--- src/design/waveform_window_features_macros.svh ---
`ifndef WAVEFORM_WINDOW_FEATURES_MACROS_SVH
`define WAVEFORM_WINDOW_FEATURES_MACROS_SVH

// same-cycle implication
`define WWF_ASSERT_NOW(lbl, ante, cons, msg) \
    lbl: assert property (@(posedge i_clk) disable iff (!i_rst_n) (ante) |-> (cons)) \
        else $error(msg);

// next-cycle implication
`define WWF_ASSERT_NEXT(lbl, ante, cons, msg) \
    lbl: assert property (@(posedge i_clk) disable iff (!i_rst_n) (ante) |=> (cons)) \
        else $error(msg);

`endif

--- src/design/wwf_pkg.sv ---
package wwf_pkg;

    localparam int MAX_SAMPLES = 4096;
    localparam int SAMPLE_BITS = 24;
    localparam int CNT_W       = 13;
    localparam int ADDR_W      = 12;
    localparam int EN_W        = 59;
    localparam int SUM_W       = 36;
    localparam int CROSS_W     = 12;
    localparam int FS_W        = 16;
    localparam int UNUM_W      = 96;
    localparam int UDEN_W      = 64;
    localparam int PADDR_W     = 3;

    localparam logic [PADDR_W-1:0] REG_SAMPLE_RATE = PADDR_W'(0);
    localparam logic [FS_W-1:0]    FS_RESET        = FS_W'(100);

    typedef struct packed {
        logic signed [SAMPLE_BITS-1:0] sample;
        logic                          last;
    } t_in_word;

    typedef struct packed {
        logic [31:0]        rms_level;
        logic [23:0]        peak_magnitude;
        logic signed [31:0] mean_level;
        logic [31:0]        std_dev;
        logic [29:0]        period_seconds;
        logic               period_valid;
        logic [31:0]        snr_ratio;
        logic [CNT_W-1:0]   sample_count;
        logic               window_truncated;
    } t_out_word;

    typedef struct packed {
        logic go;
        logic sqrt;
    } t_unit_cmd;

endpackage

--- src/design/wwf_divsqrt.sv ---
module wwf_divsqrt (
    input  logic                      i_clk,
    input  logic                      i_rst_n,
    input  wwf_pkg::t_unit_cmd        i_cmd,
    input  logic [wwf_pkg::UNUM_W-1:0] i_num,
    input  logic [wwf_pkg::UDEN_W-1:0] i_den,
    output logic                      o_done,
    output logic [wwf_pkg::UNUM_W-1:0] o_res
);
    import wwf_pkg::*;

    logic [UNUM_W-1:0] r_num;
    logic [UNUM_W-1:0] r_quo;
    logic [UDEN_W-1:0] r_den;
    logic [UDEN_W-1:0] r_rem;
    logic [6:0]        r_cnt;
    logic              r_sqrt;
    logic              r_run;
    logic              r_done;

    logic [UDEN_W:0]   w_a;
    logic [UDEN_W:0]   w_b;
    logic [UDEN_W+1:0] w_diff;
    logic              w_ok;

    always_comb begin
        if (r_sqrt) begin
            w_a = {r_rem[UDEN_W-2:0], r_num[UNUM_W-1 -: 2]};
            w_b = (UDEN_W+1)'({r_quo[47:0], 2'b01});
        end else begin
            w_a = {r_rem, r_num[UNUM_W-1]};
            w_b = {1'b0, r_den};
        end
        w_diff = {1'b0, w_a} - {1'b0, w_b};
        w_ok   = !w_diff[UDEN_W+1];
    end

    always_ff @(posedge i_clk) begin
        if (!i_rst_n) begin
            r_run  <= 1'b0;
            r_done <= 1'b0;
        end else begin
            r_done <= 1'b0;
            if (i_cmd.go) begin
                r_run  <= 1'b1;
                r_sqrt <= i_cmd.sqrt;
                r_num  <= i_num;
                r_den  <= i_den;
                r_rem  <= '0;
                r_quo  <= '0;
                r_cnt  <= i_cmd.sqrt ? 7'd48 : 7'd96;
            end else if (r_run) begin
                r_rem <= w_ok ? w_diff[UDEN_W-1:0] : w_a[UDEN_W-1:0];
                r_quo <= {r_quo[UNUM_W-2:0], w_ok};
                r_num <= r_sqrt ? {r_num[UNUM_W-3:0], 2'b00} : {r_num[UNUM_W-2:0], 1'b0};
                r_cnt <= r_cnt - 7'd1;
                if (r_cnt == 7'd1) begin
                    r_run  <= 1'b0;
                    r_done <= 1'b1;
                end
            end
        end
    end

    assign o_done = r_done;
    assign o_res  = r_quo;
endmodule

--- config.mk ---
export PLATFORM = sky130hd
export DESIGN_NAME = wwf_divsqrt
export DESIGN_NICKNAME = d
export VERILOG_FILES = /design/src/design/waveform_window_features_macros.svh /design/src/design/wwf_pkg.sv /design/src/design/wwf_divsqrt.sv
export SDC_FILE = /design/constraint.sdc
export NUM_CORES = 1
export LEC_CHECK = 0
export BUFFER_PORTS_ARGS = -buffer_cell sky130_fd_sc_hd__buf_2
export CAP_MARGIN = 30
export CORE_AREA = 2 2 191 193
export DETAILED_ROUTE_END_ITERATION = 8
export DIE_AREA = 0 0 193 195
export PLACE_DENSITY = 0.76
export SYNTH_ARGS = -nofsm -noshare
export SYNTH_HDL_FRONTEND = slang
export SYNTH_SLANG_ARGS = --single-unit
--- constraint.sdc ---
create_clock -name i_clk -period 9.7 [get_ports i_clk]
set_input_delay 1.94 -clock i_clk [delete_from_list [all_inputs] [get_ports i_clk]]
set_output_delay 1.94 -clock i_clk [all_outputs]
set_load 0.005 [all_outputs]
==> results of run 1 <==
[synthesized netlist by cell type, drive strengths merged (3+ instances only)]
library cell / count / share of area, %
a211oi: 12 / 0.48
a21boi: 3 / 0.12
a21o: 22 / 0.89
a21oi: 129 / 3.5
a31oi: 7 / 0.24
and2: 9 / 0.30
and3: 7 / 0.24
and4: 4 / 0.19
buf: 25 / 0.71
clkbuf: 83 / 1.7
edfxtp: 328 / 53
ha: 66 / 4.4
inv: 27 / 0.54
mux2: 63 / 3.8
mux2i: 147 / 7.9
nand2: 255 / 5.2
nand2b: 21 / 0.71
nand3: 11 / 0.30
nand4: 22 / 0.74
nor2: 42 / 0.85
nor2b: 103 / 3.5
nor3: 13 / 0.35
nor4: 3 / 0.10
o21a: 14 / 0.56
o21ai: 140 / 3.8
o21bai: 11 / 0.44
o31a: 3 / 0.14
o31ai: 4 / 0.16
or2: 3 / 0.10
or3: 8 / 0.30
xnor2: 36 / 1.7
xor2: 27 / 1.3
[power groups by stage]
stage | clock, uW | combinational (uW) | sequential [uW]
floorplan | 0 | 895 | 1820
global placement | 0 | 1140 | 1810
detailed placement | 0 | 1160 | 1820
CTS | 1480 | 1170 | 1790
global route | 1530 | 1310 | 1800
finish | 1440 | 1180 | 1790
[area by class of cell]
cell class	instances	area, um2	share of cell area, %
multi-input combinational	1219	8200	38.2
tap	461	577	2.69
clock inverter	23	254	1.18
antenna	3	7.51	0.0350
inverter	27	101	0.472
sequential	330	9890	46.1
clock buffer	44	995	4.64
timing repair buffer	270	1430	6.67
[layer usage]
layer  track usage (%)  vias up  share of wire (%)
li1                  -     6565                  -
met1              30.2     6465                 45
met2              36.0      379                 47
met3              3.86       59                6.4
met4              6.62        8                1.8
met5                 0        -               0.13
[metrics by stage]
step	total power [uW]	hold slack [ns]	cell area [um2]	utilization, %	std cells
floorplan	2710	0.415	18600	-	1684
global placement	2950	0.435	20200	57.0	2306
detailed placement	2980	0.439	20200	57.1	2307
CTS	4440	0.456	21500	60.6	2374
global route	4640	0.500	21500	60.6	2377
finish	4410	0.454	21500	60.6	2377
[worst max-delay path: cells and delay by family (launching register included)]
kind,cells,cell delay [ns]
compound gates,10,2.38
buf+inv,3,1.90
mux,1,0.42
fa+ha+maj,1,0.40
flops,1,0.36
simple gates,1,0.18
[registers in the layout, indices dropped and copies added, names as in the netlist]
signal and count:
o_res 96, r_run 1, r_cnt 7, r_num 96, r_den 64, o_done 1, r_sqrt 1, r_rem 64
[cells by family after synthesis]
family	share of synthesized area, %
and+or+nand+nor	12.9
AOI/OAI and AO/OA	11.8
DFF	53.1
muxes	11.7
buffers and inverters	2.93
adders and majority gates	4.54
xor gates and xnor gates	2.96
[path summary, 6_finish.rpt]
check | to | slack [ns] | cells after the start
worst max-delay path | r_rem[14] | 3.69 | 16
worst min-delay path | o_done | 0.45 | 2
worst max register to register | r_rem[14] | 3.69 | 16
worst min register to register | o_done | 0.45 | 2
==> run metrics, run 1 <==
Setup CP Type flop to flop; hold buffers post-CTS 0; Post-synth EDFFs roughly 330; drt pass-1 iters 5; P_sw between 1000 and 1500 uW; crit path max fanout between 60 and 70; CORE AREA 35400 um2; Setup TNS Final 0 ns; final WL 42600 um; fin crit period approximately 6 ns; sw frac 30.0%; htree depth 2; Post-Route Skew slightly above 0.02 ns; total die area 37600 um2; Hold Crit Start r_run; Max IR drop VDD 152 uV; number of max-cap violations 0; Skew-Pair Late Insertion Delay about 0.55 ns; Die W ~190 um; yosys warns 0; vias in the first global route between 10000 and 15000; Synth cell types 65; Synth Net Count 1915; DRC 0; PwrDens 205 nW/um2; clk buf depth 3; CTS root buf clkbuf_16; Resized cells post-CTS 0; pin count of the biggest net entering global routing ~220; average size of a mapped cell 11.1 um2; max-slew violations 0; CTS tree yes; first-pass GRT wire length 66900 um; max incr delay on CP just over 0.7 ns; Async S/R FF share, synth 0%; Fin. Hold Viols 0; gr ovfl total 0; CP required 9.94 ns; fmax 166 MHz; combinational fraction of design power 26.7%; crit share post-route 62.0%; Die Y approximately 200 um; fillers 2866; Synth Instances 1684; Synth-to-Final Area Change 15.3%; initial DRC count 1041; worst endpoint data arrival time between 6 and 7 ns; sequential share of power between 40 and 50%; share of post-route cells with drive strength above 1 21.1%; hpwl dp ~29000 um; sequential element share of the synthesized area 53.1%; antenna-violating nets left 0; Pleak 0.00860 uW; CTS sink cnt 330; Post CTS Setup Buffer Count 0; DR vias roughly 13000; worst path cell trace buf_4 -> buf_4 -> mux2_2 -> ha_1 -> a21o_1 -> o21bai_1 -> a221o_1 -> a31oi_1 -> o22ai_1 -> a21oi_1 -> o31a_1 -> o21ai_4 -> a41oi_4 -> buf_4 -> or2_0 -> a21oi_1; Inserted Clock Buffers 38; RSZ-0062 raised after global routing no; WL/cell 17.9 um; final setup fails 0; Slew @ Worst Pin 0.964 ns; Starting Density 52.6%; CP dominant cell by count buf_4; ys flop type edfxtp_1; most frequent cells in the layout edfxtp_1, buf_2, nand2_1; Final nets around 2100; Clk pwr share 32.8%; crit path capture type flop; Slowest-stage cell, CP buf_4; final worst slack 3.69 ns; worst hold path class flop to flop; vias per inst ~5.7; gp weighted congestion 0.931; Place WS 3.73 ns; slew margin rel. 35.7%; beginning of the critical path r_sqrt; Int Power ~3100 uW; Top Ports 261; critical path launch point type flop; Tot GR Track Use 22.1%; synthesized area 18600 um2; commonest non-fill, non-tap cell in the layout edfxtp_1; # port buffers 260; Reg clk slew, reported paths 0.06 ns; Std-Cell Rows 69; Yosys reg bits 330; status finished clean; origin of the critical flop-to-flop path r_sqrt; initial antenna violation count 7
(Power assumes the default switching activity.)
==> run 2, diff against run 1 <==
- clock period: 9.7 -> 5.35 ns (I/O delays scaled with it)
==> run metrics, run 2 (synthesis results as in run 1) <==
status finished clean; CTS tree yes; CP required 5.62 ns (-4.32 ns); worst path cell trace buf_12 -> mux2_2 -> ha_1 -> nand4_1 -> or3_4 -> or3_1 -> o22ai_1 -> a21oi_1 -> o31a_1 -> o21ai_4 -> a41o_2 -> buf_4 -> mux2i_1 -> nor2_1; Synth-to-Final Area Change 15.6%; # port buffers 260 (unchanged); clk buf depth 3 (unchanged); slew margin rel. 25.0% (-11 points); Max IR drop VDD 225 uV (+48%); Skew-Pair Late Insertion Delay 0.56 ns (about the same); Setup TNS Final 0 ns (unchanged); WL/cell 17.5 um (-2.5%); RSZ-0062 raised after global routing no; crit path capture type flop; critical path launch point type flop; vias per inst 5.60 (-1.3%); worst hold path class flop to flop; Slew @ Worst Pin 1.13 ns (+0.161 ns); initial antenna violation count 2 (-5); final setup fails 0 (unchanged); Multi-input gate area 8200 um2 (about the same); crit path max fanout 46 (-31%); post-layout instance area 21500 um2 (+0.26%); gp weighted congestion 0.928 (-0.35%); Top Ports 261 (unchanged); commonest non-fill, non-tap cell in the layout edfxtp_1; Tot Pwr 7890 uW (+79%); Inserted Clock Buffers 37 (-2.6%); htree depth 2 (unchanged); M2 GR Usage 35.7% (-0.32 points); DR vias 13300 (-0.96%); Post-Route Skew 0.0236 ns (+0.00351 ns); fillers 2896 (+1.0%); PwrDens 367 nW/um2 (+79%); beginning of the critical path r_sqrt; hold buffers post-CTS 0 (unchanged); CORE AREA 35400 um2 (unchanged); max incr delay on CP 0.83 ns (+0.12 ns); gr ovfl total 0 (unchanged); hpwl dp 28800 um (-0.20%); Starting Density 52.6% (unchanged); Die Y 195 um (unchanged); Setup CP Type flop to flop; FF+latch area 9890 um2 (unchanged); fin crit period 4.87 ns (-1.14 ns); pin count of the biggest net entering global routing 271 (+22%); CTS sink cnt 330 (unchanged); Placed Cells 2315 (+0.35%); fmax 205 MHz (+23%); drt pass-1 iters 5 (unchanged); placed cell area 20300 um2 (+0.44%); Post CTS Setup Buffer Count 0 (unchanged); antenna-violating nets left 0 (unchanged); Pleak 0.00864 uW (+0.42%); final WL 41700 um (-2.1%); first-pass GRT wire length 66000 um (-1.3%); crit share post-route 91.1% (+29 points); Fin. Hold Viols 0 (unchanged); Die W 193 um (unchanged); Final Util 60.8% (+0.16 points); Reg clk slew, reported paths 0.06 ns (about the same); met1 Track Usage GR 29.5% (-0.69 points); Slowest-stage cell, CP edfxtp_1; post-route insts no fill 2385 (+0.34%); gr busiest metal met2; worst endpoint data arrival time 5.14 ns (-1.11 ns); DRC 0 (unchanged); GR Layer Usage met3 3.65% (-0.22 points); max-slew violations 0 (unchanged); Hold Crit Start r_run; number of max-cap violations 0 (unchanged); most frequent cells in the layout edfxtp_1, buf_2, nand2_1; Resized cells post-CTS 0 (unchanged); Final nets 2125 (+0.38%); share of post-route cells with drive strength above 1 21.2% (+0.16 points); total die area 37600 um2 (unchanged); vias in the first global route 13000 (-0.53%); Std-Cell Rows 69 (unchanged); initial DRC count 949 (-8.8%); CTS root buf clkbuf_16; origin of the critical flop-to-flop path r_sqrt; Tot GR Track Use 21.7% (-0.36 points)
==> run 2: cell types whose count changed in the layout (fill, tap and decap cells not counted), moves of 2 or more <==
cell,change
buf_12,+4
buf_4,+5
bufinv_16,-2
clkbuf_1,+4
clkinvlp_4,-2
==> run 2: worst max-delay path: cells and delay by family, from the launching register on <==
kind / cells / cell delay [ns]
mux: 2 / 0.62
buf+inv: 2 / 0.69
compound gates: 5 / 1.05
simple gates: 4 / 0.90
flops: 1 / 0.83
fa+ha+maj: 1 / 0.44
==> run 2: final timing paths <==
path	endpoint	slack, ns	cells after the start
setup / recovery	r_rem[54]	0.48	14
hold / removal	o_done	0.45	2
hold reg to reg	o_done	0.45	2
setup reg to reg	r_rem[54]	0.48	14
==> run 2: power by group <==
group,total [uW],internal [uW],switching [uW]
combinational,2140,895,1240
sequential,3250,3140,107
clock,2510,1460,1050
==> run 2: metrics by stage <==
step	setup WS [ns]	hold WS [ns]
after detailed placement	0.526	0.443
final	0.475	0.449
after CTS	0.474	0.451
after global placement	0.574	0.432
after floorplan	0.632	0.425
after global routing	0.123	0.479
==> run 2: cell type report <==
| cell class | count | area share [%] |
|---|---|---|
| diodes | 2 | 0.0233 |
| clock buffers | 47 | 4.58 |
| clock inverters | 20 | 0.960 |
| inverters | 27 | 0.471 |
| multi-input cells | 1219 | 38.1 |
| flip-flops and latches | 330 | 46.0 |
| well taps | 461 | 2.68 |
| repair buffers | 279 | 7.20 |
==> run 2: per-layer routing <==
layer  up-vias  share of wire [%]  wire length, um
li1       6586                  -                -
met1      6304                 45            18900
met2       384                 47            19500
met3        70                5.8             2410
met4         2                2.0              843
met5         -              0.034               14
==> run 3, diff against run 2 <==
- CORE_AREA: 2 2 191 193 -> 10 10 265 140
- DIE_AREA: 0 0 193 195 -> 0 0 275 150
- PLACE_DENSITY: 0.76 -> 0.79
- clock period: 5.35 -> 5.2 ns (I/O delays scaled with it)
==> run metrics, run 3 (synthesis results as in run 1) <==
gr ovfl total 0 (unchanged); crit path max fanout 46 (unchanged); Starting Density 57.1% (+4.5 points); fin crit period 4.87 ns (-0.00558 ns); CP required 5.51 ns (-0.11 ns); crit path capture type flop; RSZ-0062 raised after global routing no; Tot GR Track Use 21.9% (+0.15 points); Resized cells post-CTS 0 (unchanged); gp weighted congestion 0.973 (+4.8%); vias per inst 5.85 (+4.5%); share of post-route cells with drive strength above 1 20.7% (-0.51 points); Setup CP Type flop to flop; initial antenna violation count 4 (+2); worst endpoint data arrival time 5.18 ns (+0.04 ns); total die area 41300 um2 (+9.6%); Synth-to-Final Area Change 13.9%; slew margin rel. 49.3% (+24 points); commonest non-fill, non-tap cell in the layout edfxtp_1; Max IR drop VDD 241 uV (+7.3%); antenna-violating nets left 0 (unchanged); initial DRC count 1508 (+59%); Slew @ Worst Pin 0.755 ns (-0.370 ns); CORE AREA 32600 um2 (-8.0%); Setup TNS Final 0 ns (unchanged); Post-Route Skew 0.0287 ns (+0.00510 ns); Die Y 150 um (-23%); Tot Pwr 7720 uW (-2.2%); htree depth 1 (-1); crit share post-route 93.6% (+2.5 points); Worst Hold Depth 2 (unchanged); vias in the first global route 13100 (+0.49%); Reg clk slew, reported paths 0.07 ns (about the same); first-pass GRT wire length 73300 um (+11%); CTS tree yes; Hold Path End o_done; status finished clean; Std-Cell Rows 47 (-32%); clk buf depth 3 (unchanged); max-slew violations 0 (unchanged); Final nets 2118 (-0.33%); fmax 205 MHz (+0.12%); most frequent cells in the layout edfxtp_1, buf_2, nand2_1; DRC 0 (unchanged); pin count of the biggest net entering global routing 173 (-36%); Hold Crit Start r_run; hpwl dp 33500 um (+16%); Skew-Pair Late Insertion Delay 0.58 ns (+0.02 ns); # port buffers 260 (unchanged); R2R Setup Slk 0.33 ns (-0.14 ns); Fin. Hold Viols 0 (unchanged); final WL 47000 um (+13%); DR vias 13700 (+2.9%); origin of the critical flop-to-flop path r_sqrt; Top Ports 261 (unchanged); critical path launch point type flop; CTS sink cnt 330 (unchanged); hold buffers post-CTS 0 (unchanged); Inserted Clock Buffers 30 (-19%); drt pass-1 iters 5 (unchanged); end of the worst register-to-register path r_rem[50]; Die W 275 um (+42%); number of max-cap violations 0 (unchanged); final setup fails 0 (unchanged); worst hold path class flop to flop; WL/cell 20.0 um (+15%); CTS root buf clkbuf_16; Pleak 0.00851 uW (-1.5%); Post CTS Setup Buffer Count 0 (unchanged); PwrDens 364 nW/um2 (-0.74%); worst-case reg-to-reg path depth 14 (unchanged)
-- run 3: cell type report --
class,instances,area (um2)
diodes,4,10.0
clock buffers,37,798
clock inverters,10,71.3
fillers,2579,11400
inverters,27,101
multi-input cells,1219,8200
flip-flops and latches,330,9890
well taps,441,552
repair buffers,279,1580
-- run 3: how the worst max path moves through the flow --
stage / startpoint / to / slack, ns
floorplan: r_sqrt / r_rem[5] / 0.48
global placement: r_sqrt / r_rem[50] / 0.48
detailed placement: r_sqrt / r_rem[50] / 0.52
CTS: r_sqrt / r_rem[50] / 0.50
global route: r_sqrt / r_rem[50] / 0.14
finish: r_sqrt / r_rem[50] / 0.33
-- run 3: worst max-delay path, cell delays in order (launching register included) --
cell      delay (ns)
edfxtp_1        0.47
buf_12          0.31
mux2_2          0.40
ha_1            0.42
a21o_1          0.24
o21bai_1        0.18
or3_1           0.35
nor3_1          0.59
o31a_1          0.33
o21ai_0         0.18
a21boi_0        0.43
o21bai_1        0.19
a21oi_1         0.21
xor2_1          0.17
a211oi_1        0.09
-- run 3: report_power, final --
group / internal, uW / total [uW] / switching (uW)
clock network: 1120 / 2070 / 953
registers: 3230 / 3340 / 114
logic: 929 / 2300 / 1370
total: 5280 / 7720 / 2440
-- run 3: per-layer routing --
layer	global-route usage (%)	share of wire [%]
met5	0	0
met4	4.46	1.6
met3	4.95	8.5
met2	31.0	43
met1	33.5	47
-- run 3: through the flow --
stage / cells / area, um2 / hold slack [ns] / setup WS (ns) / util [%]
2_1_floorplan: 1684 / 18600 / 0.425 / 0.482 / -
3_3_place_gp: 2294 / 20300 / 0.436 / 0.477 / 62.2
3_5_place_dp: 2295 / 20300 / 0.441 / 0.518 / 62.3
4_1_cts: 2342 / 21200 / 0.452 / 0.495 / 65.0
5_1_grt: 2347 / 21200 / 0.463 / 0.139 / 65.1
6_report: 2347 / 21200 / 0.451 / 0.331 / 65.1
